===== src/hdl/ws2812_spi_bit_encoder_defines.svh =====
// ----------------------------------------------------------------------------
// ws2812 spi bit encoder assertion macros
// shared concurrent assertion helpers, compiled out with NO_ASSERTIONS
// ----------------------------------------------------------------------------
`ifndef WS2812_SPI_BIT_ENCODER_DEFINES_SVH
`define WS2812_SPI_BIT_ENCODER_DEFINES_SVH

`ifndef NO_ASSERTIONS
`define WSE_ASSERT_HOLDS(label, clk_i, rstn_i, cond) \
    label: assert property (@(posedge clk_i) disable iff (!rstn_i) (cond)) \
        else $error("wse assertion failed: invariant");
`define WSE_ASSERT_NEXT(label, clk_i, rstn_i, ante, cons) \
    label: assert property (@(posedge clk_i) disable iff (!rstn_i) (ante) |=> (cons)) \
        else $error("wse assertion failed: next-cycle check");
`else
`define WSE_ASSERT_HOLDS(label, clk_i, rstn_i, cond)
`define WSE_ASSERT_NEXT(label, clk_i, rstn_i, ante, cons)
`endif

`endif


===== src/hdl/wse_pkg.sv =====
// ----------------------------------------------------------------------------
// wse_pkg
// types, constants and the symbol encoder for the ws2812 spi bit encoder
// ----------------------------------------------------------------------------
`default_nettype none

package wse_pkg;

    localparam int MAX_LEDS = 64;

    localparam int LIMIT_W = 7;
    localparam int GAP_W   = 8;
    localparam int COLOR_W = 24;
    localparam int WORD_W  = 40;
    localparam int CFG_W   = 8;

    localparam logic [LIMIT_W-1:0] LIMIT_RESET = 7'd64;
    localparam logic [GAP_W-1:0]   GAP_RESET   = 8'd150;
    localparam logic [LIMIT_W-1:0] LIMIT_CAP   = LIMIT_W'(MAX_LEDS);

    localparam logic [4:0] SYM_ONE  = 5'h1C;
    localparam logic [4:0] SYM_ZERO = 5'h10;

    typedef enum logic [0:0] {
        CFG_FRAME_LED_LIMIT = 1'b0,
        CFG_RESET_GAP_BYTES = 1'b1
    } wse_cfg_idx_t;

    typedef enum logic [1:0] {
        SEL_G   = 2'd0,
        SEL_R   = 2'd1,
        SEL_B   = 2'd2,
        SEL_GAP = 2'd3
    } wse_sel_t;

    function automatic logic [WORD_W-1:0] encode_byte(input logic [7:0] v);
        logic [WORD_W-1:0] w;
        w = '0;
        for (int k = 0; k < 8; k++)
        begin
            w[k*5 +: 5] = v[k] ? SYM_ONE : SYM_ZERO;
        end
        return w;
    endfunction

endpackage

`default_nettype wire


===== src/hdl/ws2812_spi_bit_encoder.sv =====
// ----------------------------------------------------------------------------
// ws2812_spi_bit_encoder
// Turns one 0xRRGGBB color per item into three 40-bit spi symbol words
// (G, R, B, msb first at bit 39) and a reset-gap item at the end of a frame.
//
// Input channel in_valid / in_stall carries led_color and frame_end. Output
// channel out_valid / out_stall carries symbol_word, is_gap, gap_length and
// last_of_run. An item moves on an edge with valid high and stall low.
// An accepted color is held in an item register, and the result sequencer
// loads one result per cycle into the output register while it is not
// stalled, so a result passes the item register, then the output register.
// A color yields its G, R and B words, then a gap item with frame_end; a
// dropped color yields only the gap item with frame_end, none without it.
// The next item is taken in the cycle its predecessor issues its last result.
// A stalled output holds its result and backs up the item register, which
// then stalls the input. Colors beyond min(frame_led_limit, 64) in a frame
// are dropped. Reset empties both registers, clears the frame counter and
// sets the registers to a limit of 64 and a gap of 150 bytes.
// Configuration writes are taken on any edge with cfg_write_en high.
// ----------------------------------------------------------------------------
`default_nettype none

`include "ws2812_spi_bit_encoder_defines.svh"

module ws2812_spi_bit_encoder (
    input  wire logic                          clk,
    input  wire logic                          rst_n,
    input  wire logic                          cfg_write_en,
    input  wire logic [0:0]                    cfg_index,
    input  wire logic [wse_pkg::CFG_W-1:0]     cfg_data,
    input  wire logic                          in_valid,
    output      logic                          in_stall,
    input  wire logic [wse_pkg::COLOR_W-1:0]   led_color,
    input  wire logic                          frame_end,
    output      logic                          out_valid,
    input  wire logic                          out_stall,
    output      logic [wse_pkg::WORD_W-1:0]    symbol_word,
    output      logic                          is_gap,
    output      logic [wse_pkg::GAP_W-1:0]     gap_length,
    output      logic                          last_of_run
);

    logic [wse_pkg::LIMIT_W-1:0] limit_reg, limit_next;
    logic [wse_pkg::GAP_W-1:0]   gap_reg, gap_next;
    logic [wse_pkg::LIMIT_W-1:0] leds_reg, leds_next;

    logic                        item_valid_reg, item_valid_next;
    wse_pkg::wse_sel_t           item_sel_reg, item_sel_next;
    logic [wse_pkg::COLOR_W-1:0] item_color_reg, item_color_next;
    logic                        item_fend_reg, item_fend_next;

    logic                        out_valid_reg, out_valid_next;
    logic [wse_pkg::WORD_W-1:0]  word_reg, word_next;
    logic                        is_gap_reg, is_gap_next;
    logic [wse_pkg::GAP_W-1:0]   gap_len_reg, gap_len_next;
    logic                        last_reg, last_next;

    logic                        out_free;
    logic                        load;
    logic                        item_last;
    logic                        accept;
    logic [wse_pkg::LIMIT_W-1:0] eff_limit;
    logic                        encode_en;

    assign out_free  = !out_valid_reg || !out_stall;
    assign load      = item_valid_reg && out_free;
    assign item_last = (item_sel_reg == wse_pkg::SEL_GAP) ||
                       ((item_sel_reg == wse_pkg::SEL_B) && !item_fend_reg);
    assign in_stall  = item_valid_reg && !(load && item_last);
    assign accept    = in_valid && !in_stall;
    assign eff_limit = (limit_reg > wse_pkg::LIMIT_CAP) ? wse_pkg::LIMIT_CAP : limit_reg;
    assign encode_en = leds_reg < eff_limit;

    // configuration registers
    always_comb
    begin
        limit_next = limit_reg;
        gap_next   = gap_reg;
        if (cfg_write_en)
        begin
            case (wse_pkg::wse_cfg_idx_t'(cfg_index))
                wse_pkg::CFG_FRAME_LED_LIMIT: limit_next = cfg_data[wse_pkg::LIMIT_W-1:0];
                wse_pkg::CFG_RESET_GAP_BYTES: gap_next   = cfg_data[wse_pkg::GAP_W-1:0];
                default:                      limit_next = limit_reg;
            endcase
        end
    end

    // frame counter and item register
    always_comb
    begin
        leds_next       = leds_reg;
        item_valid_next = item_valid_reg;
        item_sel_next   = item_sel_reg;
        item_color_next = item_color_reg;
        item_fend_next  = item_fend_reg;
        if (load)
        begin
            if (item_last)
            begin
                item_valid_next = 1'b0;
            end
            else
            begin
                item_sel_next = wse_pkg::wse_sel_t'(item_sel_reg + 2'd1);
            end
        end
        if (accept)
        begin
            item_valid_next = encode_en || frame_end;
            item_sel_next   = encode_en ? wse_pkg::SEL_G : wse_pkg::SEL_GAP;
            item_color_next = led_color;
            item_fend_next  = frame_end;
            if (frame_end)
            begin
                leds_next = '0;
            end
            else if (encode_en)
            begin
                leds_next = leds_reg + 7'd1;
            end
        end
    end

    // result register
    always_comb
    begin
        out_valid_next = out_valid_reg;
        word_next      = word_reg;
        is_gap_next    = is_gap_reg;
        gap_len_next   = gap_len_reg;
        last_next      = last_reg;
        if (load)
        begin
            out_valid_next = 1'b1;
            is_gap_next    = 1'b0;
            gap_len_next   = '0;
            last_next      = item_last;
            case (item_sel_reg)
                wse_pkg::SEL_G: word_next = wse_pkg::encode_byte(item_color_reg[15:8]);
                wse_pkg::SEL_R: word_next = wse_pkg::encode_byte(item_color_reg[23:16]);
                wse_pkg::SEL_B: word_next = wse_pkg::encode_byte(item_color_reg[7:0]);
                wse_pkg::SEL_GAP:
                begin
                    word_next    = '0;
                    is_gap_next  = 1'b1;
                    gap_len_next = gap_reg;
                end
                default: word_next = '0;
            endcase
        end
        else if (out_free)
        begin
            out_valid_next = 1'b0;
        end
    end

    always_ff @(posedge clk or negedge rst_n)
    begin
        if (!rst_n)
        begin
            limit_reg      <= wse_pkg::LIMIT_RESET;
            gap_reg        <= wse_pkg::GAP_RESET;
            leds_reg       <= '0;
            item_valid_reg <= 1'b0;
            item_sel_reg   <= wse_pkg::SEL_G;
            out_valid_reg  <= 1'b0;
        end
        else
        begin
            limit_reg      <= limit_next;
            gap_reg        <= gap_next;
            leds_reg       <= leds_next;
            item_valid_reg <= item_valid_next;
            item_sel_reg   <= item_sel_next;
            out_valid_reg  <= out_valid_next;
        end
    end

    always_ff @(posedge clk)
    begin
        item_color_reg <= item_color_next;
        item_fend_reg  <= item_fend_next;
        word_reg       <= word_next;
        is_gap_reg     <= is_gap_next;
        gap_len_reg    <= gap_len_next;
        last_reg       <= last_next;
    end

    assign out_valid   = out_valid_reg;
    assign symbol_word = word_reg;
    assign is_gap      = is_gap_reg;
    assign gap_length  = gap_len_reg;
    assign last_of_run = last_reg;

    `WSE_ASSERT_HOLDS(a_gap_is_final, clk, rst_n,
        !(out_valid_reg && is_gap_reg) || (word_reg == '0 && last_reg))
    `WSE_ASSERT_HOLDS(a_count_in_limit, clk, rst_n, leds_reg <= wse_pkg::LIMIT_CAP)
    `WSE_ASSERT_NEXT(a_item_drains, clk, rst_n, item_valid_reg && !out_stall, out_valid_reg)

endmodule

`default_nettype wire

===== config.mk =====
export PLATFORM = sky130hd
export DESIGN_NAME = ws2812_spi_bit_encoder
export DESIGN_NICKNAME = d
export VERILOG_FILES = /design/src/hdl/wse_pkg.sv /design/src/hdl/ws2812_spi_bit_encoder.sv
export VERILOG_INCLUDE_DIRS = /design/src /design/src/hdl
export SDC_FILE = /design/constraint.sdc
export NUM_CORES = 1
export LEC_CHECK = 0
export BUFFER_PORTS_ARGS = -buffer_cell sky130_fd_sc_hd__buf_2
export CAP_MARGIN = 10
export CORE_UTILIZATION = 56
export CTS_BUF_LIST = sky130_fd_sc_hd__clkbuf_16
export DETAILED_ROUTE_END_ITERATION = 10
export PLACE_DENSITY = 0.91
export SYNTH_ARGS = -nofsm -noshare
export SYNTH_HDL_FRONTEND = slang
export SYNTH_SLANG_ARGS = --single-unit

===== constraint.sdc =====
create_clock -name clk -period 3.49 [get_ports clk]
set_input_delay 0.349 -clock clk [delete_from_list [all_inputs] [get_ports clk]]
set_output_delay 0.349 -clock clk [all_outputs]
set_load 0.02 [all_outputs]

After elaboration in Yosys (flattened, before gate mapping). Index checks and enable logic that the tools add are counted.

Output and inout bits: 52. Register bits: 101.

Bitwise logic cells: 1. Muxes and demuxes: 38. Reduce and logical (&&, ||, !) cells: 23. Equality and inequality tests: 4. Order comparisons: 2. Add/sub/neg operators: 2.

Operators by type and width (number): 40-bit one-hot mux with 4 select lines (1); 4-bit 2-to-1 mux (24); 7-bit 2-to-1 mux (3); 2-bit AND reduction (5); 2-bit 2-to-1 mux (4); 2-bit nonzero test (4); 7-bit by 1-bit adder with 7-bit output, second input constant (1); 7-bit > comparator, second input constant (1); 7-bit < comparator (1); 1-bit 2-to-1 mux (6); 1-bit logical AND (5); 1-bit logical NOT (5); 2-bit equality test, second input constant (2); 1-bit logical OR (3); 2-bit by 1-bit adder with 2-bit output, second input constant (1); 2-bit by 1-bit equality test with 1-bit output, second input constant (1); 2-bit logical NOT (1); 2-bit by 1-bit inequality test with 1-bit output, second input constant (1); 1-bit NOT (1).

Logic depth before layout (Yosys ltp).
Depth after elaboration: 10. Depth in mapped cells: 9. Depth with buffers taken out: 8.

Worst setup path after synthesis. No wires, ideal clock.

Kind: register -> register. From: reg item_sel_reg[0]. To: reg leds_reg[3] (netlist name). Stages on the path, launching flop included: 10. Period minus slack after synthesis: 2.019 ns. Setup slack: 1.471 ns. Library setup time: 0.124 ns. Data arrival time: 1.895 ns. Cell sequence: dfrtp_1 > inv_1 > ha_1 > buf_6 > nor2b_4 > o21a_4 > o21ai_4 > inv_4 > and2_4 > a211o_1.

Cells in the longest elaborated chain, start to end: 9. Elaborated cells between the ends (all ways): 10.

RTL lines: from (decl) (line ws2812_spi_bit_encoder.sv:48) `wse_pkg::wse_sel_t item_sel_reg, item_sel_next;`; from (signal assigned) (line ws2812_spi_bit_encoder.sv:166) `item_sel_reg <= wse_pkg::SEL_G;`; from (signal assigned) (line ws2812_spi_bit_encoder.sv:175) `item_sel_reg <= item_sel_next;`; 2-bit equality test (line ws2812_spi_bit_encoder.sv:68) `((item_sel_reg == wse_pkg::SEL_B) && !item_fend_reg);`; 1-bit logical AND (line ws2812_spi_bit_encoder.sv:68); 1-bit logical OR (*) (line ws2812_spi_bit_encoder.sv:67) `assign item_last = (item_sel_reg == wse_pkg::SEL_GAP) ||`; 1-bit logical AND (*) (line ws2812_spi_bit_encoder.sv:69) `assign in_stall = item_valid_reg && !(load && item_last);`; 1-bit logical NOT (*) (line ws2812_spi_bit_encoder.sv:69); 1-bit logical AND (*) (line ws2812_spi_bit_encoder.sv:69); 1-bit logical NOT (*) (line ws2812_spi_bit_encoder.sv:70) `assign accept = in_valid && !in_stall;`; 1-bit logical AND (*) (line ws2812_spi_bit_encoder.sv:70); named net accept (line ws2812_spi_bit_encoder.sv:61) `logic accept;`; 2-bit AND reduction (no line) (*); to (signal assigned) (line ws2812_spi_bit_encoder.sv:173) `leds_reg <= leds_next;`; to (decl) (line ws2812_spi_bit_encoder.sv:45) `logic [wse_pkg::LIMIT_W-1:0] leds_reg, leds_next;`.

Mark *: on every way through the listed nets, which the timed path passes. The rest lies on a longest branch. A chain may end at the register's enable or synchronous reset.

Worst setup path in the final report. Same ends and word-level chain as after synthesis.

==> flow_metrics.tcl <==
set metrics [dict create \
    worst_slew_pin_slew_ps 661 \
    nFillCells 382 \
    period_minus_slack_ps 2300 \
    cp.required_ps 3690 \
    design_area_sq_um 3720 \
    die_area_sq_um 6040 \
    timing.rr.start "item_sel_reg[0]" \
    max_cap_violations 0 \
    synth-async-reset-ratio_pct 37.1 \
    h-tree-depth 3 \
    grt_pass1_wl_um 8790 \
    vias 2009 \
    post_synth.cell_area_avg_sq_um 13.1 \
    die_w_um 77.7 \
    endpoint_kind "register" \
    clk_latency_ps 330 \
    synth.most_common_cell "edfxtp_1" \
    grt_usage_pct 19.7 \
    ys_seq_area_share_pct 61.6 \
    ant_nets 0 \
    netlist_instances 245 \
    finalSetupTns_ps 0 \
    synthTopCellsByCount "44 x edfxtp_1, 31 x buf_4, 25 x nand2_1, 21 x dfrtp_1, 14 x mux2_2" \
    cts_root_buf "clkbuf_16" \
    clock_skew_ps 7.00 \
    cts_tree "built" \
    timing.reg2reg.setup_slack_ps 1190 \
    slew_headroom_pct 55.9 \
    dr.pass1.iters 4 \
    drt_iter0_markers 150 \
    start_util_pct 58.3 \
    grt-ovfl-total 0 \
    start_kind "register" \
    synth_top_area_cell "edfxtp_1" \
    hpwlAfterDp_um 3780 \
    hold_viol_final 0 \
    power_per_cell_area_nw_per_um2 883 \
    postCtsHoldBufs 0 \
    fmax_mhz 434 \
    synth-seq-cells 70 \
    r2r_cells 8 \
    irDropWorstVdd_mv 0.454 \
    clk_pin_slew_ps 50 \
    cts_buffer_depth 2 \
    cts_setup_buffers 0 \
    post-route-period-util_pct 66.0 \
    area_delta_synth_final_pct 16.0 \
    slew_violations 0 \
    num_antenna_cells 0 \
    leakagePower_nw 1.61 \
    netlist_area_sq_um 3210 \
    gp_congestion 0.814 \
    synth_top_area_share_pct 41.2 \
    io_buffers 74 \
    grt_max_degree 34 \
    placed_cells 370 \
    routed_wl_um 5530 \
    synth_warnings 0 \
    coreArea_sq_um 5510 \
    setup_violations 0 \
    holdCritPathClass "in -> async" \
    ys.flop_type "edfxtp_1" \
    nNetsFinal 360 \
    drcViolationCount 0 \
    place_area_sq_um 3470 \
    synth_area_leaders "edfxtp_1 41%, dfrtp_1 16%, buf_4 7.3%, mux2_2 4.9%, ha_1 4.7%" \
    cp_max_fo 33 \
    io_pins 91 \
    die_h_um 77.7 \
    register_area_sq_um 1980 \
    first_global_vias 1919 \
    ys_types 42 \
    synth-edff-count 44 \
    clock-sinks 70 \
    num_rows 27 \
    critPathKind "reg -> reg" \
    layout-drive-gt1-share_pct 36.6 \
    cts_buffers 9 \
    multi_input_area_sq_um 988 \
    cp.arrival_ps 2510 \
    status "completed" \
    cts_resized 0 \
    whs_ps 19.9 \
    reg2reg_to "leds_reg[3]" \
    finalNonFillerCells 386 \
    routedWlPerCell_um 14.3 \
    rsz0062_at_grt "no" \
    final_util_pct 67.6 \
    routed_via_density 5.20 \
    grt_antenna_before_repair 0 \
    largest_reg_flops 24 \
]
==> stage by stage <==
| step | power (W) | setup WS, ps |
|---|---|---|
| after detailed placement | 0.00251 | 1250 |
| final | 0.00329 | 1190 |
| after global placement | 0.00246 | 1340 |
| after floorplan | 0.00229 | 1470 |
| after global routing | 0.00345 | 1070 |
| after CTS | 0.00330 | 1180 |
==> worst max-delay path: stages, from the launching register on <==
cell     delay, ps
dfrtp_1        460
inv_1          110
ha_1           320
nor2b_4        170
o21a_4         210
o21ai_4        250
inv_4          200
and2_4         210
a211o_1        250
==> power by group <==
group | leakage (nW) | internal (W) | total, W | switching (W)
sequential | 0.717 | 0.00122 | 0.00136 | 0.000146
clock | 0.139 | 0.000464 | 0.000768 | 0.000304
combinational | 0.755 | 0.000406 | 0.00116 | 0.000749
total | 1.61 | 0.00209 | 0.00329 | 0.00120
==> cells in the final DEF, fill, tap and decap left out, drive strengths merged, types with 2 or more instances in the layout <==
| cell | synthesis | final |
|---|---|---|
| a211o | 2 | 2 |
| a21oi | 6 | 6 |
| a22o | 3 | 3 |
| a22oi | 8 | 8 |
| and2 | 10 | 10 |
| and2b | 2 | 2 |
| buf | 32 | 74 |
| clkbuf | 4 | 9 |
| conb | 1 | 16 |
| dfrtp | 21 | 21 |
| dfstp | 5 | 5 |
| edfxtp | 44 | 44 |
| ha | 12 | 12 |
| inv | 10 | 15 |
| mux2 | 14 | 14 |
| nand2 | 25 | 25 |
| nand3 | 4 | 4 |
| nand4 | 2 | 2 |
| nor2 | 6 | 6 |
| nor2b | 2 | 2 |
| nor3 | 3 | 3 |
| o21ai | 16 | 16 |
| o221ai | 2 | 2 |
==> kinds of logic (layout without fill, tap and decap cells) <==
group	Yosys count	after routing	synth area share [%]
AOI/OAI and AO/OA	42	42	9.67
xor gates and xnor gates	1	1	0.273
buffers and inverters	46	100	9.32
adders and majority gates	12	12	4.68
other	1	16	0.117
DFF	70	70	61.6
muxes	15	15	5.22
and+or+nand+nor	58	58	9.08
==> worst max-delay path by stage <==
stage	start	end	slack, ps	depth (start not counted)
2_1_floorplan	item_sel_reg[0]	leds_reg[3]	1470	9
3_3_place_gp	item_sel_reg[0]	leds_reg[3]	1340	8
5_1_grt	item_sel_reg[0]	leds_reg[3]	1070	8
6_report	item_sel_reg[0]	leds_reg[3]	1190	8
4_1_cts	item_sel_reg[0]	leds_reg[3]	1180	8
3_5_place_dp	item_sel_reg[0]	leds_reg[3]	1250	8
==> routing by layer <==
layer	track usage, %	vias to the layer above	share of wire, %
li1	-	958	-
met1	23.2	959	42
met2	32.8	80	51
met3	4.12	12	4.9
met4	12.8	0	2.6
met5	0	-	0
==> layout make-up <==
cell class | count | share of cell area (%)
timing repair buffer | 74 | 9.95
multi-input combinational | 144 | 26.6
clock inverter | 7 | 0.807
clock buffer | 9 | 6.05
inverter | 10 | 1.08
sequential | 70 | 53.1
tap | 72 | 2.42
No activity file was read; power rests on OpenSTA's default activity.
